===== config.mk =====
export PLATFORM = sky130hd
export DESIGN_NAME = smac_csr
export DESIGN_NICKNAME = d
export VERILOG_FILES = /design/src/rtl/smac_pkg.sv /design/src/rtl/smac_csr.sv
export SDC_FILE = /design/constraint.sdc
export NUM_CORES = 1
export LEC_CHECK = 0
export ABC_CLOCK_PERIOD_IN_PS = 4600
export BUFFER_PORTS_ARGS = -buffer_cell sky130_fd_sc_hd__clkbuf_2
export CAP_MARGIN = 20
export CORE_ASPECT_RATIO = 0.6
export CORE_MARGIN = 2
export CORE_UTILIZATION = 35
export DETAILED_ROUTE_END_ITERATION = 10
export GPL_TIMING_DRIVEN = 0
export MAX_ROUTING_LAYER = met4
export PLACE_DENSITY = 0.58
export SYNTH_ARGS = -nofsm -noshare
export SYNTH_HDL_FRONTEND = slang
export SYNTH_SLANG_ARGS = --single-unit
export TNS_END_PERCENT = 100

===== constraint.sdc =====
create_clock -name clock -period 4.6 [get_ports clock]
set_input_delay 0.92 -clock clock [delete_from_list [all_inputs] [get_ports clock]]
set_output_delay 0.92 -clock clock [all_outputs]
set_load 0.03 [all_outputs]

===== src/rtl/smac_pkg.sv =====
package smac_pkg;

   localparam int ShadowDepth = 65536;
   localparam int GranBits = $clog2(ShadowDepth);
   localparam int MaxLen = 4096;
   localparam int AddrBits = 48;
   localparam int LenBits = 13;
   localparam int CsrAddrBits = 5;

   localparam logic [1:0] CMD_CHECK = 2'd0;
   localparam logic [1:0] CMD_POISON = 2'd1;
   localparam logic [1:0] CMD_UNPOISON = 2'd2;
   localparam logic [1:0] CMD_UNUSED = 2'd3;

   localparam logic [1:0] CAUSE_NONE = 2'd0;
   localparam logic [1:0] CAUSE_POISON = 2'd1;
   localparam logic [1:0] CAUSE_REGION = 2'd2;

   localparam logic [CsrAddrBits-1:0] REG_ENABLE = 5'h00;
   localparam logic [CsrAddrBits-1:0] REG_BASE = 5'h08;
   localparam logic [CsrAddrBits-1:0] REG_LIMIT = 5'h10;
   localparam logic [CsrAddrBits-1:0] REG_SHADOW = 5'h18;

   typedef enum logic [2:0] {
      ST_CLEAR,
      ST_IDLE,
      ST_WALK,
      ST_TAIL,
      ST_RESULT
   } state_type;

   typedef struct packed {
      logic enable;
      logic [AddrBits-1:0] base;
      logic [AddrBits-1:0] limit;
      logic [AddrBits-1:0] shadow;
   } cfg_type;

   // Memory request from the sequencer to the shadow store.
   typedef struct packed {
      logic rd;
      logic wr;
      logic [GranBits-1:0] idx;
      logic [7:0] wdata;
   } mem_req_type;

endpackage


===== src/rtl/smac_csr.sv =====
module smac_csr
   import smac_pkg::*;
(
   input  logic clock,
   input  logic reset,
   input  logic psel,
   input  logic penable,
   input  logic pwrite,
   input  logic [CsrAddrBits-1:0] paddr,
   input  logic [AddrBits-1:0] pwdata,
   output logic [AddrBits-1:0] prdata,
   output cfg_type cfg
);

   cfg_type cfg_ff;

   always_ff @(posedge clock) begin
      if (reset) begin
         cfg_ff <= '0;
      end else if (psel && penable && pwrite) begin
         case (paddr)
            REG_ENABLE: cfg_ff.enable <= pwdata[0];
            REG_BASE: cfg_ff.base <= pwdata;
            REG_LIMIT: cfg_ff.limit <= pwdata;
            REG_SHADOW: cfg_ff.shadow <= pwdata;
            default: ;
         endcase
      end
   end

   always_comb begin
      case (paddr)
         REG_ENABLE: prdata = {{(AddrBits-1){1'b0}}, cfg_ff.enable};
         REG_BASE: prdata = cfg_ff.base;
         REG_LIMIT: prdata = cfg_ff.limit;
         REG_SHADOW: prdata = cfg_ff.shadow;
         default: prdata = '0;
      endcase
   end

   assign cfg = cfg_ff;

endmodule


==> results.py <==
metrics = {
    "timing": {
        "hold_viol": 0,
        "clock_skew_ns": 0,
        "slew_violations": 0,
        "setup_ws_ns": 0.743,
        "max_freq_mhz": 259,
        "rsz0062_at_grt": "no",
        "slew_headroom_pct": 39.2,
        "fin_hold_ws_ns": 0.489,
        "finalCritPeriodShare_pct": 83.8,
        "finalCriticalPeriod_ns": 3.86,
        "setup_viol": 0,
        "tightest_slew_ns": 0.913,
        "final.setup.tns_ns": 0,
    },
    "worst_setup_path": {
        "slowest_delay_ns": 0.68,
        "worstSetupPathType": "input port to primary output",
        "crit_family": "buffers and inverters",
        "critPathArrivalTime_ns": 2.94,
        "critPathBufInv": 4,
        "critPathRequiredTime_ns": 3.68,
        "cp_max_fo": 10,
        "worstSetupStartpointType": "input port",
        "crit_path_end_kind": "primary output",
        "path_cells": "clkbuf_2 > nor3b_2 > clkbuf_1 > clkbuf_1 > and3_1 > a221o_1 > clkbuf_2",
        "cpMaxStageDelayCell": "clkbuf_1",
    },
    "power_and_ir_drop": {
        "power_density_mw_per_mm2": 319,
        "total_power_mw": 2.85,
        "power_frac_clock_pct": 50.4,
        "p_sw_share_pct": 23.3,
        "ir_drop_uv": 215,
        "seq_power_share_pct": 44.3,
        "p_comb_share_pct": 5.4,
        "p_leak_nw": 4.57,
        "power.switching_mw": 0.665,
        "p_int_mw": 2.18,
    },
    "yosys": {
        "synth_cells": 650,
        "yosys_warnings": 0,
        "ys_types": 23,
        "avgSynthCellArea_sq_um": 10.4,
        "syn_area_sq_mm": 0.00677,
        "seq_area_frac_synth_pct": 42.9,
        "synthesis.nets": 708,
        "ys_ff_latch": 145,
    },
    "final_layout": {
        "fin_nets": 976,
        "postLayoutCellArea_sq_mm": 0.00893,
        "syn_to_final_growth_pct": 32.0,
        "final_common_cell": "clkbuf_2",
        "num-fill-cells": 1822,
        "layout.cells.non_filler": 1179,
        "drive_above_1_share_pct": 33.1,
        "final_cell_mix": "clkbuf_2 (249), nand2b_1 (193), mux2i_1 (145), dfxtp_1 (145), a221o_1 (48)",
        "final_util_pct": 47.1,
        "largest_reg_flops": 145,
    },
    "routing": {
        "drc": 0,
        "dr.pass1.iters": 4,
        "wl_per_cell_um": 19.4,
        "drtAntennaViolNets": 0,
        "routed-via-count": 5874,
        "via_per_inst": 4.98,
        "drt-total-wl_mm": 22.8,
        "drt_iter0_drc": 368,
    },
    "placed_design": {
        "io_buffers": 249,
        "dp_cells": 1145,
        "dp_hpwl_mm": 17.1,
        "gp_congestion": 0.816,
        "pre_cts_slack_ns": 0.788,
        "placed_area_sq_mm": 0.00832,
    },
    "flow_run": {
        "maxCapViolCount": 0,
    },
    "floorplan": {
        "start_util_pct": 35.6,
        "die_area_sq_mm": 0.0205,
        "die_x_um": 183,
        "io-pin-count": 251,
        "rows": 39,
        "die_y_um": 112,
        "core_area_sq_mm": 0.0190,
    },
    "hold_path": {
        "hold_path.class": "register to register",
    },
    "clock_network": {
        "cts_setup_buffers": 0,
        "tritoncts": "done",
        "hold_buffers": 0,
        "clock_path_buffers": 2,
        "clkSlewWorstSetupHoldPaths_ns": 0.06,
        "cts_sinks": 145,
        "root_buffer": "clkbuf_16",
        "clk_latency_ns": 0.42,
        "numCtsBuffers": 17,
        "h-tree-depth": 4,
        "post_cts_resized": 0,
    },
    "global_routing": {
        "overflow": 0,
        "grt_pass1_vias": 5688,
        "grt_pass1_wl_mm": 34.7,
        "track_usage_pct": 23.0,
        "antenna_found_initial": 2,
        "grt_max_degree": 17,
    },
    "status": {
        "status": "completed",
    },
}
==> worst register-to-register path, delay by kind of cell, from the launching register on <==
family           cells  cell delay [ns]
flip-flops           1             0.39
multiplexers         1             0.14
AND/OR/NAND/NOR      1             0.07
==> per-layer routing <==
metal / global-route usage [%] / vias to the layer above / wire length, um
li1: - / 2833 / -
met1: 33.8 / 2818 / 11900
met2: 31.4 / 215 / 9160
met3: 5.99 / 8 / 1630
met4: 4.32 / 0 / 109
met5: - / - / 0
==> final cells by class <==
cell class / count / area [sq um] / share of cell area (%)
clock buffers: 22 / 484 / 5.42
well taps: 246 / 308 / 3.45
multi-input cells: 450 / 3570 / 40.0
flip-flops and latches: 145 / 2900 / 32.5
plain buffers: 55 / 293 / 3.28
clock inverters: 10 / 124 / 1.39
diodes: 2 / 5.00 / 0.0560
repair buffers: 249 / 1250 / 14.0
==> synth_stat cells <==
| cell type | instances | area share, % |
|---|---|---|
| a221o_1 | 48 | 7.1 |
| nor4_2 | 1 | 0.18 |
| and3_1 | 47 | 4.3 |
| nor2_1 | 1 | 0.055 |
| mux2_2 | 1 | 0.17 |
| and3b_1 | 1 | 0.13 |
| buf_4 | 1 | 0.11 |
| or4b_1 | 1 | 0.15 |
| nand2b_1 | 193 | 18 |
| and4_1 | 1 | 0.13 |
| nand2_2 | 1 | 0.093 |
| nor3b_2 | 1 | 0.18 |
| clkbuf_1 | 33 | 1.8 |
| and2_1 | 2 | 0.18 |
| nor2_2 | 1 | 0.093 |
| nor4b_2 | 1 | 0.22 |
| and4b_1 | 1 | 0.15 |
| buf_2 | 12 | 0.89 |
| mux2i_1 | 145 | 21 |
| dfxtp_1 | 145 | 43 |
| buf_6 | 9 | 1.5 |
| nand2_1 | 3 | 0.17 |
| nor3b_1 | 1 | 0.11 |
==> cells by family after synthesis <==
kind of cell / count (synthesis) / share of synthesized area [%]
and+or+nand+nor: 256 / 24.0
muxes: 146 / 21.6
DFF: 145 / 42.9
buffers and inverters: 55 / 4.33
AOI/OAI and AO/OA: 48 / 7.10
==> power groups by stage <==
| stage | Sequential, mW | Clock, mW | Combinational [mW] |
|---|---|---|---|
| after floorplan | 1.29 | 0 | 0.0781 |
| after global placement | 1.29 | 0 | 0.154 |
| after detailed placement | 1.29 | 0 | 0.154 |
| after CTS | 1.26 | 1.45 | 0.154 |
| after global routing | 1.26 | 1.51 | 0.167 |
| final | 1.26 | 1.43 | 0.154 |
==> path summary, 6_finish.rpt <==
path,start,to,slack [ns],cells after the start
setup reg to reg,cfg[73],cfg[73],3.92,2
setup / recovery,paddr[3],prdata[15],0.74,7
hold / removal,cfg[130],cfg[130],0.49,2
hold reg to reg,cfg[130],cfg[130],0.49,2
No activity file was read; power rests on OpenSTA's default activity.
