## src/rtl/smac_pkg.sv

```systemverilog
package smac_pkg;

   localparam int ShadowDepth = 65536;
   localparam int GranBits = $clog2(ShadowDepth);
   localparam int MaxLen = 4096;
   localparam int AddrBits = 48;
   localparam int LenBits = 13;
   localparam int CsrAddrBits = 5;

   localparam logic [1:0] CMD_CHECK = 2'd0;
   localparam logic [1:0] CMD_POISON = 2'd1;
   localparam logic [1:0] CMD_UNPOISON = 2'd2;
   localparam logic [1:0] CMD_UNUSED = 2'd3;

   localparam logic [1:0] CAUSE_NONE = 2'd0;
   localparam logic [1:0] CAUSE_POISON = 2'd1;
   localparam logic [1:0] CAUSE_REGION = 2'd2;

   localparam logic [CsrAddrBits-1:0] REG_ENABLE = 5'h00;
   localparam logic [CsrAddrBits-1:0] REG_BASE = 5'h08;
   localparam logic [CsrAddrBits-1:0] REG_LIMIT = 5'h10;
   localparam logic [CsrAddrBits-1:0] REG_SHADOW = 5'h18;

   typedef enum logic [2:0] {
      ST_CLEAR,
      ST_IDLE,
      ST_WALK,
      ST_TAIL,
      ST_RESULT
   } state_type;

   typedef struct packed {
      logic enable;
      logic [AddrBits-1:0] base;
      logic [AddrBits-1:0] limit;
      logic [AddrBits-1:0] shadow;
   } cfg_type;

   // Memory request from the sequencer to the shadow store.
   typedef struct packed {
      logic rd;
      logic wr;
      logic [GranBits-1:0] idx;
      logic [7:0] wdata;
   } mem_req_type;

endpackage

```

## src/rtl/smac_seq.sv

```systemverilog
module smac_seq
   import smac_pkg::*;
(
   input  logic clock,
   input  logic reset,
   input  cfg_type cfg,
   input  logic in_valid,
   output logic in_ready,
   input  logic [1:0] cmd,
   input  logic [AddrBits-1:0] addr,
   input  logic [LenBits-1:0] length,
   input  logic [7:0] poison_value,
   input  logic is_write,
   output logic out_valid,
   input  logic out_ready,
   output logic [3:0] out_data,
   output mem_req_type mreq,
   input  logic [7:0] mrdata
);

   // Range ends may pass the top of the address space, so granule numbers
   // carry one bit more than a plain address offset would need.
   localparam int OffW = AddrBits - 2;

   state_type state_ff, state_in;
   logic [OffW-1:0] g_ff, g_in;        // current granule
   logic [OffW-1:0] ge_ff, ge_in;      // end granule (exclusive for fill, last for check)
   logic [2:0] last_off_ff, last_off_in;
   logic [7:0] val_ff, val_in;
   logic [1:0] cmd_ff, cmd_in;
   logic rd_pend_ff, rd_pend_in;
   logic [3:0] res_ff, res_in;
   logic wr_ff, wr_in;
   logic [GranBits-1:0] clr_ff, clr_in;

   // Decode of the arriving item, registered in the idle state.
   logic [LenBits-1:0] len_sat;
   logic [AddrBits:0] end_sum, last_sum, off_e;
   logic [AddrBits-1:0] off_a;
   logic in_win, in_region;

   always_comb begin
      len_sat = (length > LenBits'(MaxLen)) ? LenBits'(MaxLen) : length;
      end_sum = {1'b0, addr} + (AddrBits+1)'(len_sat);
      last_sum = end_sum - (AddrBits+1)'(1);
      in_win = addr >= cfg.base;
      in_region = addr >= cfg.shadow && addr < cfg.limit;
      off_a = addr - cfg.base;
      off_e = ((cmd == CMD_CHECK) ? last_sum : end_sum) - {1'b0, cfg.base};
   end

   logic g_ok;
   assign g_ok = (g_ff >> GranBits) == '0;

   always_comb begin
      state_in = state_ff;
      g_in = g_ff;
      ge_in = ge_ff;
      last_off_in = last_off_ff;
      val_in = val_ff;
      cmd_in = cmd_ff;
      rd_pend_in = 1'b0;
      res_in = res_ff;
      wr_in = wr_ff;
      clr_in = clr_ff;
      mreq = '0;
      in_ready = 1'b0;
      out_valid = 1'b0;
      case (state_ff)
         ST_CLEAR: begin
            mreq.wr = 1'b1;
            mreq.idx = clr_ff;
            clr_in = clr_ff + 1'b1;
            if (clr_ff == '1) state_in = ST_IDLE;
         end
         ST_IDLE: begin
            in_ready = 1'b1;
            if (in_valid) begin
               g_in = {1'b0, off_a[AddrBits-1:3]};
               ge_in = off_e[AddrBits:3];
               last_off_in = last_sum[2:0];
               cmd_in = cmd;
               wr_in = (cmd == CMD_CHECK) ? is_write : 1'b0;
               res_in = {((cmd == CMD_CHECK) ? is_write : 1'b0), CAUSE_NONE, 1'b0};
               val_in = (cmd == CMD_POISON) ? poison_value : 8'd0;
               state_in = ST_RESULT;
               if (cfg.enable && len_sat != '0) begin
                  case (cmd)
                     CMD_CHECK: begin
                        if (in_region) res_in = {is_write, CAUSE_REGION, 1'b1};
                        else if (in_win && addr <= cfg.limit) state_in = ST_WALK;
                     end
                     CMD_POISON, CMD_UNPOISON: if (in_win) state_in = ST_WALK;
                     default: ;
                  endcase
               end
            end
         end
         ST_WALK: begin
            if (cmd_ff == CMD_CHECK) begin
               if (rd_pend_ff && mrdata != 8'd0) begin
                  // the read in flight was granule g_ff - 1
                  if ((g_ff - 1'b1) != ge_ff ||
                      $signed({5'd0, last_off_ff}) >= $signed(mrdata))
                     res_in = {wr_ff, CAUSE_POISON, 1'b1};
                  state_in = ST_RESULT;
               end else if (rd_pend_ff && (g_ff - 1'b1) == ge_ff) begin
                  state_in = ST_RESULT;
               end else if (!g_ok) begin
                  // everything beyond the store reads as zero
                  state_in = ST_RESULT;
               end else begin
                  mreq.rd = 1'b1;
                  mreq.idx = g_ff[GranBits-1:0];
                  rd_pend_in = 1'b1;
                  g_in = g_ff + 1'b1;
               end
            end else begin
               if (g_ff < ge_ff && g_ok) begin
                  mreq.wr = 1'b1;
                  mreq.idx = g_ff[GranBits-1:0];
                  mreq.wdata = val_ff;
                  g_in = g_ff + 1'b1;
               end else begin
                  state_in = (cmd_ff == CMD_UNPOISON && last_off_ff != 3'd7)
                     ? ST_TAIL : ST_RESULT;
               end
            end
         end
         ST_TAIL: begin
            // unpoison: partial last granule gets length mod 8
            if ((ge_ff >> GranBits) == '0) begin
               mreq.wr = 1'b1;
               mreq.idx = ge_ff[GranBits-1:0];
               mreq.wdata = {5'd0, last_off_ff + 3'd1};
            end
            state_in = ST_RESULT;
         end
         ST_RESULT: begin
            out_valid = 1'b1;
            if (out_ready) state_in = ST_IDLE;
         end
         default: state_in = ST_IDLE;
      endcase
   end

   // length mod 8 equals (last offset within the length)+1 mod 8, taken from len_sat;
   // recompute the tail value at accept.
   logic [2:0] tail_in;
   assign tail_in = len_sat[2:0] - 3'd1;

   always_ff @(posedge clock) begin
      if (reset) begin
         state_ff <= ST_CLEAR;
         clr_ff <= '0;
         rd_pend_ff <= 1'b0;
      end else begin
         state_ff <= state_in;
         clr_ff <= clr_in;
         rd_pend_ff <= rd_pend_in;
      end
      g_ff <= g_in;
      ge_ff <= ge_in;
      last_off_ff <= (state_ff == ST_IDLE && in_valid && cmd != CMD_CHECK)
         ? tail_in : last_off_in;
      val_ff <= val_in;
      cmd_ff <= cmd_in;
      res_ff <= res_in;
      wr_ff <= wr_in;
   end

   assign out_data = res_ff;

   assert property (@(posedge clock) disable iff (reset)
      !(mreq.rd && mreq.wr)) else $error("store read and write together");
   assert property (@(posedge clock) disable iff (reset)
      out_valid |-> !in_ready) else $error("result and accept overlap");
   assert property (@(posedge clock) disable iff (reset)
      (out_valid && !out_ready) |=> $stable(out_data)) else $error("result changed");

endmodule

```

## config.mk

```make
export PLATFORM = sky130hd
export DESIGN_NAME = smac_seq
export DESIGN_NICKNAME = d
export VERILOG_FILES = /design/src/rtl/smac_pkg.sv /design/src/rtl/smac_seq.sv
export SDC_FILE = /design/constraint.sdc
export NUM_CORES = 1
export LEC_CHECK = 0
export BUFFER_PORTS_ARGS = -buffer_cell sky130_fd_sc_hd__buf_2
export CORE_ASPECT_RATIO = 0.9
export CORE_MARGIN = 8
export CORE_UTILIZATION = 55
export DETAILED_ROUTE_END_ITERATION = 8
export HOLD_SLACK_MARGIN = 0.05
export PLACE_DENSITY = 0.87
export SETUP_SLACK_MARGIN = 0.5
export SLEW_MARGIN = 20
export SYNTH_ARGS = -nofsm -noshare
export SYNTH_HDL_FRONTEND = slang
export SYNTH_SLANG_ARGS = --single-unit
```

## constraint.sdc

```tcl
create_clock -name clock -period 6.9 [get_ports clock]
set_input_delay 0.69 -clock clock [delete_from_list [all_inputs] [get_ports clock]]
set_output_delay 0.69 -clock clock [all_outputs]
set_load 0.02 [all_outputs]
```

==> results of run 1 <==
## layout make-up
type                            count  area share, %
Multi-Input combinational cell   1943           63.9
Sequential cell                   130           16.4
Timing Repair Buffer              398           10.6
Inverter                          241           4.00
Tap cell                          462           2.55
Clock buffer                       19           1.91
Clock inverter                     13          0.608
Antenna cell                        2         0.0221
## power groups by stage
| stage | combinational (mW) | clock, mW | sequential (mW) |
|---|---|---|---|
| CTS | 1.05 | 0.884 | 0.891 |
| finish | 1.13 | 0.882 | 0.891 |
| floorplan | 0.685 | 0 | 0.907 |
| global placement | 1.01 | 0 | 0.907 |
| global route | 1.23 | 0.917 | 0.891 |
| detailed placement | 1.04 | 0 | 0.907 |
## sequential cells by signal (all words and copies together) (netlist names)
| name | flops |
|---|---|
| clr_ff | 16 |
| cmd_ff | 2 |
| g_ff | 46 |
| ge_ff | 46 |
| last_off_ff | 3 |
| out_data | 4 |
| rd_pend_ff | 1 |
| state_ff | 3 |
| val_ff | 8 |
| wr_ff | 1 |
## worst register-to-register path, stage by stage, from the launching register on
cell and delay (ps):
edfxtp_1 550, or4_1 680, or4_1 600, or4_1 530, or3_1 500, nor4_2 680, nand2_1 290, a21oi_1 200
a21o_1 130, buf_4 520
## cells by family (layout without fill, tap and decap cells)
kind of cell | count (synthesis) | count (layout) | share of synthesized area (%)
AND/OR/NAND/NOR | 804 | 804 | 22.4
flip-flops | 130 | 130 | 19.7
XOR/XNOR | 277 | 277 | 12.9
adder cells (fa/ha/maj) | 264 | 264 | 17.6
multiplexers | 14 | 14 | 0.758
other | 0 | 2 | 0
AO/OA/AOI/OAI | 584 | 584 | 20.4
buffers and inverters | 312 | 671 | 6.33
## cells in the mapped netlist, drive strengths merged, types with 16 or more instances
master / instances / share of area [%]
nand2: 143 / 2.9
nand2b: 21 / 0.70
dfxtp: 20 / 2.1
ha: 263 / 17
nor2: 183 / 3.6
nand4: 73 / 2.4
a31oi: 16 / 0.61
a21oi: 157 / 4.2
nand3: 72 / 1.9
edfxtp: 110 / 18
o21a: 16 / 0.64
o21ai: 112 / 3.2
xor2: 121 / 5.6
a21o: 127 / 5.1
xnor2: 156 / 7.3
inv: 240 / 4.8
o211ai: 20 / 0.80
or3: 28 / 0.93
clkbuf: 66 / 1.3
nor2b: 39 / 1.3
nor3: 65 / 1.8
or4: 18 / 0.78
a211oi: 17 / 0.68
and3: 33 / 1.1
and2: 22 / 0.73
nor4: 47 / 1.6
a22oi: 21 / 0.84
## layer usage
layer  routed length [microns]  share of wire (%)  GRT usage, %  up-vias
met5                         0                  0             0        -
met3                      5320                8.2          3.87      191
li1                          -                  -             -     9363
met1                     28000                 43          41.4     9140
met2                     28800                 44          49.3     1112
met4                      2620                4.0          12.5        0
## worst min-delay path by stage
stage               start  slack, ps     endpoint  cells past startpoint
2_1_floorplan  clr_ff[13]        470   clr_ff[13]                      2
3_3_place_gp   clr_ff[13]        490   clr_ff[13]                      2
3_5_place_dp   clr_ff[13]        510   clr_ff[13]                      2
4_1_cts         out_ready        460  state_ff[2]                      2
5_1_grt         out_ready        480  state_ff[2]                      2
6_report        out_ready        480  state_ff[2]                      2
## repair_timing
action	4_1_cts	5_1_grt
buffers inserted	41	14
pin swaps	15	41
endpoints found under the setup margin	8	32
gates resized for setup	10	84
endpoints found under the hold margin	0	0
## stage by stage
step | area [sq um] | std cells
after global routing | 22600 | 3208
after global placement | 21200 | 3119
final | 22600 | 3208
after floorplan | 19000 | 2385
after CTS | 22100 | 3192
after detailed placement | 21200 | 3119
==> flow_summary.json, run 1 <==
{
  "netlist_instances": 2385,
  "startpoint_type": "input port",
  "r2r-start": "g_ff[34]",
  "dp_slack_ps": -168,
  "clk_pin_slew_worst_paths_ps": 60,
  "holdCritPathClass": "in2reg",
  "rsz0062_at_grt": "true",
  "layout_common_cells": "260 x ha_1, 256 x buf_2, 239 x inv_1",
  "worstRegToRegCells": 9,
  "drc": 0,
  "routed_wl_microns": 64800,
  "path_max_fanout": 2,
  "tightest_slew_ps": 820,
  "clk_latency_ps": 440,
  "p_leak_nw": 10.4,
  "setup_violations": 0,
  "crit_required_ps": 7080,
  "combPwrFrac_pct": 39.0,
  "hold_buffers": 0,
  "wl_per_cell_microns": 20.2,
  "power_density_nw_per_um2": 128,
  "overflow": 0,
  "drive_above_1_share_pct": 20.0,
  "nets": 3224,
  "hold_viol_final": 0,
  "core_sq_um": 33900,
  "ios": 261,
  "cts-root-buf": "clkbuf_16",
  "dp_hpwl_microns": 51800,
  "netSwitchingFraction_pct": 34.7,
  "cpPeakStageDelay_ps": 360,
  "setup.worst_path.end": "out_data[0]",
  "p_clk_share_pct": 30.4,
  "synth_flop_cell": "edfxtp_1",
  "fin_crit_sh_pct": 97.5,
  "syn_nets": 2878,
  "ir_drop_uv": 157,
  "slowest_stage": "o31a_1",
  "seq_area_sq_um": 3700,
  "ys_warn_count": 0,
  "slew_viol_final": 0,
  "critPathTopFamily": "buffers and inverters",
  "ys_ff_latch": 130,
  "io_buffer_count": 260,
  "die_w_microns": 211,
  "p_int_mw": 1.90,
  "worstSetupStartpoint": "length[6]",
  "reg2reg_to": "g_ff[36]",
  "synth.distinct_cells": 80,
  "worstSetupEndpointType": "register",
  "relSlewSlack_pct": 45.3,
  "syn_avg_cell_area_sq_um": 7.89,
  "drtIter0Drc": 1934,
  "holdWs_ps": 475,
  "synth_enable_flop_cells": 110,
  "initial_core_util_pct": 55.6,
  "gp_congestion": 0.963,
  "die-area_sq_um": 40400,
  "dr_total_vias": 19806,
  "switchingPower_mw": 1.01,
  "seqPwrFrac_pct": 30.7,
  "min_period_ps": 6730,
  "cp.depth": 47,
  "cp.buffers_inverters": 41,
  "skew_ps": 11.4,
  "utilization_pct": 66.8,
  "grt_usage_pct": 30.7,
  "outcome": "complete, no violations",
  "fin_ws_ps": 172,
  "clock-sinks": 130,
  "multiInputGateArea_sq_um": 14500,
  "grt_max_degree": 63,
  "vias_per_cell": 6.17,
  "first_global_vias": 19280,
  "cts-buffers-inserted": 17,
  "setup_tns_ps": 0,
  "final_common_cell": "ha_1",
  "power_mw": 2.90,
  "seq_area_frac_synth_pct": 19.7,
  "fp.dieH_microns": 192,
  "final_antenna_net_count": 0,
  "worstPathArrival_ps": 6910,
  "max_freq_ghz": 0.149,
  "std_cell_rows": 64,
  "fill_cells": 2716,
  "path_class": "in2reg",
  "cts_tree": "built",
  "grt_pass1_wl_microns": 100000,
  "syn-cell-area_sq_um": 18800,
  "reg2reg_slack_ps": 1840,
  "cts.path.max_buffers": 2,
  "syn_to_final_growth_pct": 20.2,
  "crit_top_cell": "buf_4",
  "detail_route.first_pass.iterations": 6,
  "async_reset_ff_share_pct": 0,
  "htree_levels": 4,
  "drv_cap": 0,
  "antenna_found_initial": 2
}
No activity file was read; power rests on OpenSTA's default activity.
==> run 2: changes to the inputs <==
Settings changed: CORE_MARGIN 8 to 3.
==> run 2 against run 1 <==
Hold slack worse by 9.6 ps. Non-clock buffer count down 19. Fmax up 1.3%. Routed wire length down 4.3%. Sequential share of layout area up 0.11 points. Sequential power about the same. Cell count down 0.87%. Utilization up 0.59 points. Clock power up 7.7%. Largest cell class unchanged. Largest power group unchanged.
==> flow_summary.json, run 2 (synthesis results as in run 1) <==
{
  "slowest_stage": "a2111oi_4",
  "clock-sinks": 130,
  "clk_latency_ps": 430,
  "cts_tree": "built",
  "cts-root-buf": "clkbuf_16",
  "min_period_ps": 6640,
  "detail_route.first_pass.iterations": 6,
  "routed_wl_microns": 62100,
  "p_leak_nw": 10.3,
  "overflow": 0,
  "cpPeakStageDelay_ps": 490,
  "fin_ws_ps": 256,
  "reg_top3": "g_ff (46), ge_ff (46), clr_ff (16)",
  "grt_pass1_wl_microns": 96800,
  "fin_cells": 3180,
  "setup_violations": 0,
  "relSlewSlack_pct": 34.6,
  "fin_crit_sh_pct": 96.3,
  "dp_slack_ps": -295,
  "setup_tns_ps": 0,
  "wl_per_cell_microns": 19.5,
  "hold_buffers": 0,
  "io_buffer_count": 260,
  "placed_area_sq_um": 21300,
  "grt_usage_pct": 32.3,
  "ios": 261,
  "slew_viol_final": 0,
  "rsz0062_at_grt": "true",
  "drc": 0,
  "grt_max_degree": 62,
  "final_antenna_net_count": 0,
  "cts-buffers-inserted": 17,
  "holdCritPathClass": "in2reg",
  "final_common_cell": "ha_1",
  "postLayoutCellArea_sq_um": 22500,
  "antenna_found_initial": 0,
  "gp_congestion": 0.979,
  "nets": 3205,
  "max_freq_ghz": 0.151,
  "dp_cells": 3121,
  "clk_pin_slew_worst_paths_ps": 60,
  "dp_hpwl_microns": 50900,
  "crit_required_ps": 7070,
  "skew_ps": 9.90,
  "first_global_vias": 18645,
  "fp.dieH_microns": 182,
  "std_cell_rows": 63,
  "core_sq_um": 33300,
  "vias_per_cell": 6.12,
  "cts.path.max_buffers": 2,
  "htree_levels": 4,
  "path_max_fanout": 4,
  "die-area_sq_um": 36500,
  "tightest_slew_ps": 972,
  "worstPathArrival_ps": 6820,
  "drive_above_1_share_pct": 19.3,
  "worstSetupEndpointType": "register",
  "syn_to_final_growth_pct": 19.3,
  "outcome": "complete, no violations",
  "hold_viol_final": 0,
  "fill_cells": 2672,
  "dr_total_vias": 19452,
  "power_mw": 2.97,
  "antenna_cells": 0,
  "drtIter0Drc": 1946,
  "path_class": "in2reg",
  "initial_core_util_pct": 56.5,
  "power_density_nw_per_um2": 132,
  "layout_common_cells": "260 x ha_1, 257 x buf_2, 239 x inv_1",
  "startpoint_type": "input port",
  "ir_drop_uv": 153,
  "drv_cap": 0,
  "die_w_microns": 201
}
## run 2: per-stage QoR
step,hold WS [ps],utilization [%]
6_report,465,67.4
4_1_cts,455,66.4
5_1_grt,460,67.4
2_1_floorplan,471,-
3_5_place_dp,522,63.7
3_3_place_gp,493,63.7
## run 2: area by class of cell
type	instances	area [sq um]	area share (%)
clock buffer	18	429	1.91
clock inverter	14	189	0.841
inverter	241	905	4.03
multi-input combinational	1943	14400	64.3
sequential	130	3700	16.5
tap	455	569	2.53
timing repair buffer	379	2240	9.95
## run 2: timing repair
item                       4_1_cts  5_1_grt
buffers inserted                13       14
setup endpoints to repair       11       18
pin swaps                       21       31
gates resized for setup         30       53
## run 2: where the power goes
part	internal (mW)	switching, mW
Combinational	0.481	0.647
Sequential	0.889	0.00199
Clock	0.602	0.349
## run 2: critical path, delay by kind of cell
family | cells | cell delay (ps)
AO/OA/AOI/OAI | 9 | 2060
XOR/XNOR | 2 | 280
adder cells (fa/ha/maj) | 2 | 570
buffers and inverters | 3 | 420
multiplexers | 1 | 290
AND/OR/NAND/NOR | 12 | 2510
## run 2: path summary, 6_finish.rpt
path              startpoint          end  slack (ps)  depth (start not counted)
hold reg to reg    clr_ff[5]    clr_ff[5]         550                          2
setup / recovery   length[2]    ge_ff[42]         260                         29
setup reg to reg    g_ff[34]     g_ff[44]        1710                          9
hold / removal     out_ready  state_ff[2]         470                          2
## run 2: layer usage
layer | wire length (microns) | GRT usage, %
met1 | 27500 | 45.1
met3 | 4690 | 3.58
met4 | 1960 | 11.0
met5 | 0 | 0
met2 | 27900 | 52.3
